<file path="src/rtl/rop_pkg.sv">
// ----------------------------------------------------------------------------
// rop_pkg
// Shared types and constants of the rectangle placement table: command codes,
// fixed field widths and the control and status groups between the
// controller and the datapath.
// ----------------------------------------------------------------------------
`default_nettype none

package rop_pkg;

  localparam int ID_W     = 6;
  localparam int MARGIN_W = 12;

  typedef enum logic [1:0] {
    CMD_CHECK = 2'd0,
    CMD_TRY   = 2'd1,
    CMD_SET   = 2'd2,
    CMD_CLEAR = 2'd3
  } cmd_e;

  // Commands from the controller to the datapath.
  typedef struct packed {
    logic load;   // capture the incoming item
    logic setup;  // form the grown bounds
    logic scan;   // read one table entry and test the previous one
    logic sweep;  // write one table entry as invalid
    logic done;   // present the result and store the rectangle if placed
  } rop_ctrl_t;

  // Status from the datapath to the controller.
  typedef struct packed {
    logic scan_last;
    logic sweep_last;
  } rop_stat_t;

endpackage

`default_nettype wire

</file>
<file path="src/rtl/rect_overlap_placement_table.sv">
// ----------------------------------------------------------------------------
// rect_overlap_placement_table
// Check and try-place scan the table before the result strobe, one table entry
// read and tested per cycle. Clear sweeps the table, one entry invalidated per
// cycle. One item at a time: busy_o falls with the strobe, so the next item can
// be taken while the strobe is shown.
// After reset a clearing pass runs with busy_o high.
// Results are strobed for one cycle on done_o; the receiver cannot stall.
// ----------------------------------------------------------------------------
`default_nettype none

// The block holds a table of rectangles, one slot per node id. A check or
// try-place item grows the proposed rectangle by the margin register on every
// side and compares it against every valid slot except its own, keeping the
// lowest overlapping id. Touching edges do not count as overlap. Try-place
// stores the rectangle only when nothing overlaps; set stores it directly;
// clear invalidates every slot. Ids at or above MAX_NODES are never stored.
//
// The controller sequences the work and the datapath holds the table memory.
// Each stored word carries a valid bit, so clearing is a sweep that writes
// invalid words through the single write port, both after reset and on a
// clear item. Far edges are stored pre-added so that the scan needs only
// compares.
//
// The margin is written through the configuration channel, which is always
// ready. It should only be written while the block is idle.

module rect_overlap_placement_table
  import rop_pkg::*;
#(
  parameter int MAX_NODES  = 64,
  parameter int COORD_BITS = 16
) (
  input  wire logic                         clk_i,
  input  wire logic                         rst_ni,
  // Item channel.
  input  wire logic                         start_i,
  output logic                              busy_o,
  input  wire logic [1:0]                   command_i,
  input  wire logic [ID_W-1:0]              node_id_i,
  input  wire logic signed [COORD_BITS-1:0] pos_x_i,
  input  wire logic signed [COORD_BITS-1:0] pos_y_i,
  input  wire logic [COORD_BITS-2:0]        rect_width_i,
  input  wire logic [COORD_BITS-2:0]        rect_height_i,
  // Result channel.
  output logic                              done_o,
  output logic                              placed_o,
  output logic                              conflict_o,
  output logic [ID_W-1:0]                   conflict_id_o,
  // Configuration channel for the margin register.
  input  wire logic                         cfg_valid_i,
  output logic                              cfg_ready_o,
  input  wire logic [MARGIN_W-1:0]          cfg_data_i
);

  rop_ctrl_t ctrl;
  rop_stat_t stat;
  logic      cfg_we;

  // The margin register accepts a write in any cycle.
  assign cfg_ready_o = 1'b1;
  assign cfg_we      = cfg_valid_i & cfg_ready_o;

  rop_ctrl u_ctrl (
    .clk_i     (clk_i),
    .rst_ni    (rst_ni),
    .start_i   (start_i),
    .command_i (command_i),
    .stat_i    (stat),
    .ctrl_o    (ctrl),
    .busy_o    (busy_o)
  );

  rop_datapath #(
    .MAX_NODES  (MAX_NODES),
    .COORD_BITS (COORD_BITS)
  ) u_datapath (
    .clk_i         (clk_i),
    .rst_ni        (rst_ni),
    .ctrl_i        (ctrl),
    .stat_o        (stat),
    .cfg_valid_i   (cfg_we),
    .cfg_data_i    (cfg_data_i),
    .command_i     (command_i),
    .node_id_i     (node_id_i),
    .pos_x_i       (pos_x_i),
    .pos_y_i       (pos_y_i),
    .rect_width_i  (rect_width_i),
    .rect_height_i (rect_height_i),
    .done_o        (done_o),
    .placed_o      (placed_o),
    .conflict_o    (conflict_o),
    .conflict_id_o (conflict_id_o)
  );

endmodule

`default_nettype wire

</file>
<file path="src/rtl/rop_ctrl.sv">
// ----------------------------------------------------------------------------
// rop_ctrl
// Sequencer of the placement table: reset sweep, command dispatch, setup, table
// scan, clear sweep and result phase.
// ----------------------------------------------------------------------------
`default_nettype none

module rop_ctrl
  import rop_pkg::*;
(
  input  wire logic      clk_i,
  input  wire logic      rst_ni,
  input  wire logic      start_i,
  input  wire logic [1:0] command_i,
  input  wire rop_stat_t stat_i,
  output rop_ctrl_t      ctrl_o,
  output logic           busy_o
);

  typedef enum logic [5:0] {
    S_INIT  = 6'b000001,
    S_IDLE  = 6'b000010,
    S_SETUP = 6'b000100,
    S_SCAN  = 6'b001000,
    S_CLEAR = 6'b010000,
    S_DONE  = 6'b100000
  } state_e;

  state_e state_q, state_d;
  cmd_e   cmd;

  assign cmd = cmd_e'(command_i);

  always_comb begin
    state_d = state_q;
    ctrl_o  = '0;
    busy_o  = 1'b1;
    unique case (state_q)
      S_INIT: begin
        ctrl_o.sweep = 1'b1;
        if (stat_i.sweep_last) begin
          state_d = S_IDLE;
        end
      end
      S_IDLE: begin
        busy_o = 1'b0;
        if (start_i) begin
          ctrl_o.load = 1'b1;
          unique case (cmd) inside
            CMD_CHECK, CMD_TRY: state_d = S_SETUP;
            CMD_SET:            state_d = S_DONE;
            default:            state_d = S_CLEAR;
          endcase
        end
      end
      S_SETUP: begin
        ctrl_o.setup = 1'b1;
        state_d      = S_SCAN;
      end
      S_SCAN: begin
        ctrl_o.scan = 1'b1;
        if (stat_i.scan_last) begin
          state_d = S_DONE;
        end
      end
      S_CLEAR: begin
        ctrl_o.sweep = 1'b1;
        if (stat_i.sweep_last) begin
          state_d = S_DONE;
        end
      end
      S_DONE: begin
        ctrl_o.done = 1'b1;
        state_d     = S_IDLE;
      end
      default: begin
        state_d = S_INIT;
      end
    endcase
  end

  always_ff @(posedge clk_i or negedge rst_ni) begin
    if (!rst_ni) begin
      state_q <= S_INIT;
    end else begin
      state_q <= state_d;
    end
  end

endmodule

`default_nettype wire

</file>
<file path="src/rtl/rop_datapath.sv">
// ----------------------------------------------------------------------------
// rop_datapath
// Item registers, margin register, rectangle table memory, scan counter,
// overlap comparators and result registers.
// ----------------------------------------------------------------------------
`default_nettype none

module rop_datapath
  import rop_pkg::*;
#(
  parameter int MAX_NODES  = 64,
  parameter int COORD_BITS = 16
) (
  input  wire logic                         clk_i,
  input  wire logic                         rst_ni,
  input  wire rop_ctrl_t                    ctrl_i,
  output rop_stat_t                         stat_o,
  input  wire logic                         cfg_valid_i,
  input  wire logic [MARGIN_W-1:0]          cfg_data_i,
  input  wire logic [1:0]                   command_i,
  input  wire logic [ID_W-1:0]              node_id_i,
  input  wire logic signed [COORD_BITS-1:0] pos_x_i,
  input  wire logic signed [COORD_BITS-1:0] pos_y_i,
  input  wire logic [COORD_BITS-2:0]        rect_width_i,
  input  wire logic [COORD_BITS-2:0]        rect_height_i,
  output logic                              done_o,
  output logic                              placed_o,
  output logic                              conflict_o,
  output logic [ID_W-1:0]                   conflict_id_o
);

  localparam int IDX_W  = (MAX_NODES > 1) ? $clog2(MAX_NODES) : 1;
  localparam int CNT_W  = IDX_W + 1;
  localparam int IDW    = (IDX_W > ID_W) ? IDX_W : ID_W;
  localparam int EXT    = ((COORD_BITS > MARGIN_W) ? COORD_BITS : MARGIN_W) + 3;
  localparam int END_W  = COORD_BITS + 1;
  localparam int WORD_W = 1 + 2 * COORD_BITS + 2 * END_W;

  // Item registers. The far edges are stored as x + w and y + h.
  cmd_e                          cmd_q;
  logic [ID_W-1:0]               id_q;
  logic signed [COORD_BITS-1:0]  px_q, py_q;
  logic signed [END_W-1:0]       pxe_q, pye_q;
  logic [MARGIN_W-1:0]           margin_q;
  logic signed [EXT-1:0]         x1_q, x2_q, y1_q, y2_q;
  logic signed [EXT-1:0]         m_ext;

  logic [CNT_W-1:0]              cnt_q;
  logic                          chk_vld_q;
  logic [IDX_W-1:0]              chk_idx_q;
  logic [WORD_W-1:0]             rd_q;
  logic [WORD_W-1:0]             mem_q [MAX_NODES];
  logic                          found_q;
  logic [ID_W-1:0]               cid_q;

  logic                          rd_en, wr_en, id_ok, placed, hit;
  logic [IDX_W-1:0]              wr_addr;
  logic [WORD_W-1:0]             wr_data;
  logic [IDW-1:0]                id_ext;

  logic                          ent_vld;
  logic signed [EXT-1:0]         ox, oy, ox2, oy2;

  assign m_ext  = $signed(EXT'(margin_q));
  assign id_ext = IDW'(id_q);
  assign id_ok  = 32'(id_q) < MAX_NODES;
  assign placed = id_ok && ((cmd_q == CMD_SET) || ((cmd_q == CMD_TRY) && !found_q));

  assign stat_o.scan_last  = 32'(cnt_q) == MAX_NODES;
  assign stat_o.sweep_last = 32'(cnt_q) == (MAX_NODES - 1);

  always_ff @(posedge clk_i or negedge rst_ni) begin
    if (!rst_ni) begin
      margin_q <= '0;
    end else if (cfg_valid_i) begin
      margin_q <= cfg_data_i;
    end
  end

  always_ff @(posedge clk_i) begin
    if (ctrl_i.load) begin
      cmd_q <= cmd_e'(command_i);
      id_q  <= node_id_i;
      px_q  <= pos_x_i;
      py_q  <= pos_y_i;
      pxe_q <= END_W'(pos_x_i) + $signed({2'b00, rect_width_i});
      pye_q <= END_W'(pos_y_i) + $signed({2'b00, rect_height_i});
    end
    if (ctrl_i.setup) begin
      x1_q <= EXT'(px_q) - m_ext;
      y1_q <= EXT'(py_q) - m_ext;
      x2_q <= EXT'(pxe_q) + m_ext;
      y2_q <= EXT'(pye_q) + m_ext;
    end
    chk_idx_q <= cnt_q[IDX_W-1:0];
  end

  // Table memory, one write and one registered read port.
  assign rd_en   = ctrl_i.scan && (32'(cnt_q) < MAX_NODES);
  assign wr_en   = ctrl_i.sweep || (ctrl_i.done && placed);
  assign wr_addr = ctrl_i.sweep ? cnt_q[IDX_W-1:0] : id_ext[IDX_W-1:0];
  assign wr_data = ctrl_i.sweep ? '0 : {1'b1, px_q, py_q, pxe_q, pye_q};

  always_ff @(posedge clk_i) begin
    if (wr_en) begin
      mem_q[wr_addr] <= wr_data;
    end
    if (rd_en) begin
      rd_q <= mem_q[cnt_q[IDX_W-1:0]];
    end
  end

  assign ent_vld = rd_q[WORD_W-1];
  assign ox      = EXT'($signed(rd_q[WORD_W-2 -: COORD_BITS]));
  assign oy      = EXT'($signed(rd_q[WORD_W-2-COORD_BITS -: COORD_BITS]));
  assign ox2     = EXT'($signed(rd_q[2*END_W-1 -: END_W]));
  assign oy2     = EXT'($signed(rd_q[END_W-1:0]));

  assign hit = chk_vld_q && ent_vld && !found_q && (IDW'(chk_idx_q) != id_ext) &&
               (x1_q < ox2) && (x2_q > ox) && (y1_q < oy2) && (y2_q > oy);

  always_ff @(posedge clk_i or negedge rst_ni) begin
    if (!rst_ni) begin
      cnt_q     <= '0;
      chk_vld_q <= 1'b0;
      found_q   <= 1'b0;
      cid_q     <= '0;
    end else begin
      chk_vld_q <= rd_en;
      if (ctrl_i.load || ctrl_i.setup) begin
        cnt_q <= '0;
      end else if (ctrl_i.scan || ctrl_i.sweep) begin
        cnt_q <= cnt_q + 1'b1;
      end
      if (ctrl_i.load) begin
        found_q <= 1'b0;
        cid_q   <= '0;
      end else if (hit) begin
        found_q <= 1'b1;
        cid_q   <= ID_W'(chk_idx_q);
      end
    end
  end

  always_ff @(posedge clk_i or negedge rst_ni) begin
    if (!rst_ni) begin
      done_o <= 1'b0;
    end else begin
      done_o <= ctrl_i.done;
    end
  end

  always_ff @(posedge clk_i) begin
    if (ctrl_i.done) begin
      placed_o      <= placed;
      conflict_o    <= found_q;
      conflict_id_o <= cid_q;
    end
  end

endmodule

`default_nettype wire

</file>
<file path="config.mk">
export PLATFORM = sky130hd
export DESIGN_NAME = rect_overlap_placement_table
export DESIGN_NICKNAME = d
export VERILOG_FILES = /design/src/rtl/rop_pkg.sv /design/src/rtl/rect_overlap_placement_table.sv /design/src/rtl/rop_ctrl.sv /design/src/rtl/rop_datapath.sv
export SDC_FILE = /design/constraint.sdc
export NUM_CORES = 2
export LEC_CHECK = 0
export BUFFER_PORTS_ARGS = -buffer_cell sky130_fd_sc_hd__buf_2
export CAP_MARGIN = 20
export CORE_UTILIZATION = 26
export DETAILED_ROUTE_END_ITERATION = 12
export GPL_TIMING_DRIVEN = 0
export PLACE_DENSITY_LB_ADDON = 0.12
export REMOVE_ABC_BUFFERS = 1
export SYNTH_ARGS = -nofsm -noshare
export SYNTH_HDL_FRONTEND = slang
export SYNTH_MEMORY_MAX_BITS = 65536
export SYNTH_SLANG_ARGS = --single-unit
</file>
<file path="constraint.sdc">
create_clock -name clk_i -period 12.7 [get_ports clk_i]
set_clock_uncertainty 0.2 [all_clocks]
set_input_delay 2.54 -clock clk_i [delete_from_list [all_inputs] [get_ports clk_i]]
set_output_delay 2.54 -clock clk_i [all_outputs]
set_load 0.02 [all_outputs]
</file>
==> qor.json <==
{
  "crit_path_cell_trace": {"value": "xor2_2 > nand2_4 > buf_16 > a21oi_1 > nand4_1 > nor2_4 > buf_12 > buf_12"},
  "power_frac_comb": {"value": 28.6, "unit": "%"},
  "highest_layer": {"value": "met5"},
  "wl_met3": {"value": 32800, "unit": "µm"},
  "synth_enable_flop_cells": {"value": 4507},
  "r2r.worst_path.cells": {"value": 8},
  "worstMarginPinSlew": {"value": 1.29, "unit": "ns"},
  "die_height": {"value": 827, "unit": "µm"},
  "ios": {"value": 97},
  "floorplan.core_area": {"value": 677000, "unit": "µm²"},
  "pin_count_of_the_biggest_net_entering_global_routing": {"value": 78},
  "synth.lib_cells_used.distinct": {"value": 71},
  "cts.sinks": {"value": 4547},
  "mean_cell_area_of_the_mapped_netlist": {"value": 23.3, "unit": "µm²"},
  "synth.top_cells.by_area": {"value": "edfxtp_1 77%, mux4_2 17%, ha_1 1.0%"},
  "powerDensity": {"value": 221, "unit": "nW/µm²"},
  "tritoncts_clock_tree": {"value": "done"},
  "cts.repair.resized": {"value": 0},
  "final_hold_viol_count": {"value": 0},
  "grtUsageTotal": {"value": 18.0, "unit": "%"},
  "floorplan.initialDensity": {"value": 26.1, "unit": "%"},
  "power.total": {"value": 47.6, "unit": "mW"},
  "netSwitchingPower": {"value": 14.3, "unit": "mW"},
  "area_growth_syn_to_fin": {"value": 21.9, "unit": "%"},
  "cts-root-buf": {"value": "clkbuf_16"},
  "vias_post_dr": {"value": 86546},
  "detailroute.wirelength.met2": {"value": 302000, "unit": "µm"},
  "outcome": {"value": "complete, no violations"},
  "min-delay-start": {"value": "u_datapath.cid_q[4]"},
  "detail_route.drc_violations": {"value": 0},
  "fin_cells": {"value": 17784},
  "average_wire_per_standard_cell": {"value": 35.4, "unit": "µm"},
  "routabilityCongestion": {"value": 0.707},
  "worst_ep_arrival_time": {"value": 7.22, "unit": "ns"},
  "rr_endpoint": {"value": "u_datapath.mem_q[44][46]"},
  "synth_async_sr_flop_share": {"value": 0.748, "unit": "%"},
  "fmaxAchievable": {"value": 150, "unit": "MHz"},
  "switching_share": {"value": 30.0, "unit": "%"},
  "worst_path_largest_cell_delay": {"value": 1.13, "unit": "ns"},
  "synthesis.yosys.warnings": {"value": 0},
  "power.sequential.fraction": {"value": 40.8, "unit": "%"},
  "path_common_cell": {"value": "buf_12"},
  "synth_seq_cells": {"value": 4547},
  "fin_crit_sh": {"value": 52.6, "unit": "%"},
  "path_class": {"value": "flop to flop"},
  "clock_path_buffers": {"value": 4},
  "worst_vdd_rail_ir_drop": {"value": 0.154, "unit": "mV"},
  "clk_network_pwr_share": {"value": 30.6, "unit": "%"},
  "layout.filler_cells": {"value": 63859},
  "worstSetupStartpointType": {"value": "flop"},
  "path_clk_slew": {"value": 0.06, "unit": "ns"},
  "drive_gt1_share": {"value": 32.0, "unit": "%"},
  "clk_latency_worst_skew_pair": {"value": 1.08, "unit": "ns"},
  "io_buffer_count": {"value": 95},
  "number_of_max_cap_violations": {"value": 0},
  "synth_largest_area_cell": {"value": "edfxtp_1"},
  "mappedNetlistArea": {"value": 177000, "unit": "µm²"},
  "floorplan.die.width": {"value": 827, "unit": "µm"},
  "die_footprint": {"value": 683000, "unit": "µm²"},
  "setup_total_negative_slack": {"value": 0, "unit": "ns"},
  "grt_pass1_vias": {"value": 88595},
  "avgViaCountPerCell": {"value": 4.87},
  "regToRegSetupSlack": {"value": 6.02, "unit": "ns"},
  "seq_area_frac_synth": {"value": 77.1, "unit": "%"},
  "setup_viol": {"value": 0},
  "timing.critical_path.slowest_stage_cell": {"value": "nor2_4"},
  "dr.first_iter.drc_count": {"value": 10041},
  "dp_hpwl": {"value": 437000, "unit": "µm"},
  "cp_max_fo": {"value": 37},
  "dp.cells": {"value": 16810},
  "globalRouteOverflowTotal": {"value": 0},
  "power.static_leakage": {"value": 67.3, "unit": "nW"},
  "worstHoldPathCells": {"value": 0},
  "wirelength": {"value": 629000, "unit": "µm"},
  "worst_hold_path.endpoint": {"value": "u_datapath.conflict_id_o[4]"},
  "number_of_antenna_violations_at_the_first_check_in_global_routing": {"value": 57},
  "wirelength_met1": {"value": 279000, "unit": "µm"},
  "stdcell_area": {"value": 216000, "unit": "µm²"},
  "placed_area": {"value": 199000, "unit": "µm²"},
  "antenna_left": {"value": 0},
  "worst_r2r_startpoint": {"value": "u_ctrl.state_q[0]"},
  "synth_top_area_share": {"value": 76.5, "unit": "%"},
  "internal_power_of_the_cells": {"value": 33.3, "unit": "mW"},
  "first_pass_iters": {"value": 7},
  "rsz0062_at_grt": {"value": "no"},
  "cts_hold_repair.buffers": {"value": 0},
  "worstSetupEndpointType": {"value": "flop"},
  "syn-instance-count": {"value": 7575},
  "post-cts-setup-buffer-count": {"value": 0},
  "hold_class": {"value": "flop to flop"},
  "final_net_count": {"value": 8634},
  "wire_length_of_the_first_global_routing_pass": {"value": 831000, "unit": "µm"},
  "floorplan.rows": {"value": 302},
  "htree_num_levels": {"value": 6},
  "cts_inserted_buffers": {"value": 534},
  "finalCriticalPeriod": {"value": 6.68, "unit": "ns"},
  "final-max-slew-violation-count": {"value": 0},
  "yosys_most_used_dff": {"value": "edfxtp_1"},
  "relSlewSlack": {"value": 13.3, "unit": "%"},
  "crit_required": {"value": 13.25, "unit": "ns"}
}
-- layout make-up --
cell class	instances	area, µm²	area share (%)
flip-flops and latches	4547	136000	63.2
multi-input cells	2547	39100	18.1
clock buffers	684	14400	6.68
repair buffers	640	12000	5.59
well taps	8968	11200	5.20
clock inverters	256	1950	0.903
inverters	124	484	0.225
diodes	18	45.0	0.0209
-- state kept, by name, indices dropped and copies added (netlist names), 7 cells and up --
register / count
u_datapath.pye_q: 17
u_datapath.margin_q: 12
u_datapath.x1_q: 17
u_datapath.py_q: 16
u_datapath.px_q: 16
u_datapath.pxe_q: 17
u_datapath.x2_q: 18
u_datapath.y2_q: 18
u_datapath.mem_q: 4288
u_datapath.y1_q: 17
u_datapath.rd_q: 67
u_datapath.cnt_q: 7
-- cell families after synthesis --
kind of cell | count (synthesis) | share of synthesized area [%]
other | 1 | 0.00212
AO/OA/AOI/OAI | 414 | 1.50
multiplexers | 1419 | 17.4
XOR/XNOR | 85 | 0.421
buffers and inverters | 481 | 1.16
AND/OR/NAND/NOR | 474 | 1.33
flip-flops | 4547 | 77.1
adder cells (fa/ha/maj) | 154 | 1.12
-- layer usage --
layer	global-route usage [%]	up-vias
met5	0	-
met4	3.97	8
met3	2.58	752
met2	29.6	2850
met1	25.5	48798
li1	-	34138
-- power by group through the flow --
stage | clock network [mW] | logic (mW) | registers, mW
2_1_floorplan | 0 | 10.6 | 20.4
3_3_place_gp | 0 | 12.2 | 21.1
3_5_place_dp | 0 | 13.8 | 19.8
4_1_cts | 14.9 | 13.8 | 19.5
5_1_grt | 15.5 | 14.5 | 19.5
6_report | 14.6 | 13.6 | 19.4
-- synthesized netlist by cell type, types with 11 or more instances --
cell / count
o211ai_1: 14
nor3_1: 22
xnor2_1: 58
nor2_1: 146
mux4_2: 1321
nand2_1: 87
and3_1: 11
and2_1: 73
o21bai_1: 13
nand3_1: 45
nand4_1: 15
a21oi_1: 98
buf_1: 41
o22ai_1: 22
edfxtp_1: 4507
mux2i_1: 92
buf_4: 20
xor2_1: 27
a211oi_1: 28
a31oi_1: 28
o21a_1: 13
o21ai_0: 98
inv_1: 120
a21o_1: 20
ha_1: 148
o221ai_1: 31
dfrtp_1: 33
buf_2: 115
nor2b_1: 28
clkbuf_1: 177
-- cell usage in the layout, fill, tap and decap left out, types with 94 or more instances in the layout --
cell,count
clkbuf_1,122
buf_2,96
buf_16,139
o21ai_0,94
clkinv_1,124
mux4_2,1321
edfxtp_1,4507
inv_1,119
buf_12,365
clkbuf_16,551
ha_1,148
-- metrics by stage --
step	hold WS (ns)	utilization [%]	setup WS (ns)
after floorplan	0.219	-	-31.51
after global placement	0.242	27.6	-73.42
after detailed placement	0.238	29.4	6.04
after CTS	0.260	31.8	6.05
after global routing	0.262	31.9	5.94
final	0.258	31.9	6.02
-- worst max-delay path, delay by kind of cell, from the launching register on --
family,cells,cell delay [ns]
AND/OR/NAND/NOR,3,2.81
buffers and inverters,3,0.93
XOR/XNOR,1,0.85
AO/OA/AOI/OAI,1,0.76
flip-flops,1,0.62
-- worst max-delay path by stage --
stage / from / cells past startpoint / endpoint
after global routing: u_ctrl.state_q[0] / 8 / u_datapath.mem_q[44][46]
after global placement: u_datapath.cnt_q[1] / 6 / u_datapath.mem_q[22][10]
final: u_ctrl.state_q[0] / 8 / u_datapath.mem_q[44][46]
after floorplan: u_datapath.cnt_q[0] / 6 / u_datapath.mem_q[17][0]
after detailed placement: u_ctrl.state_q[0] / 8 / u_datapath.mem_q[44][48]
after CTS: u_ctrl.state_q[0] / 9 / u_datapath.mem_q[56][48]
Note: power is estimated with default switching activity, not from simulation.
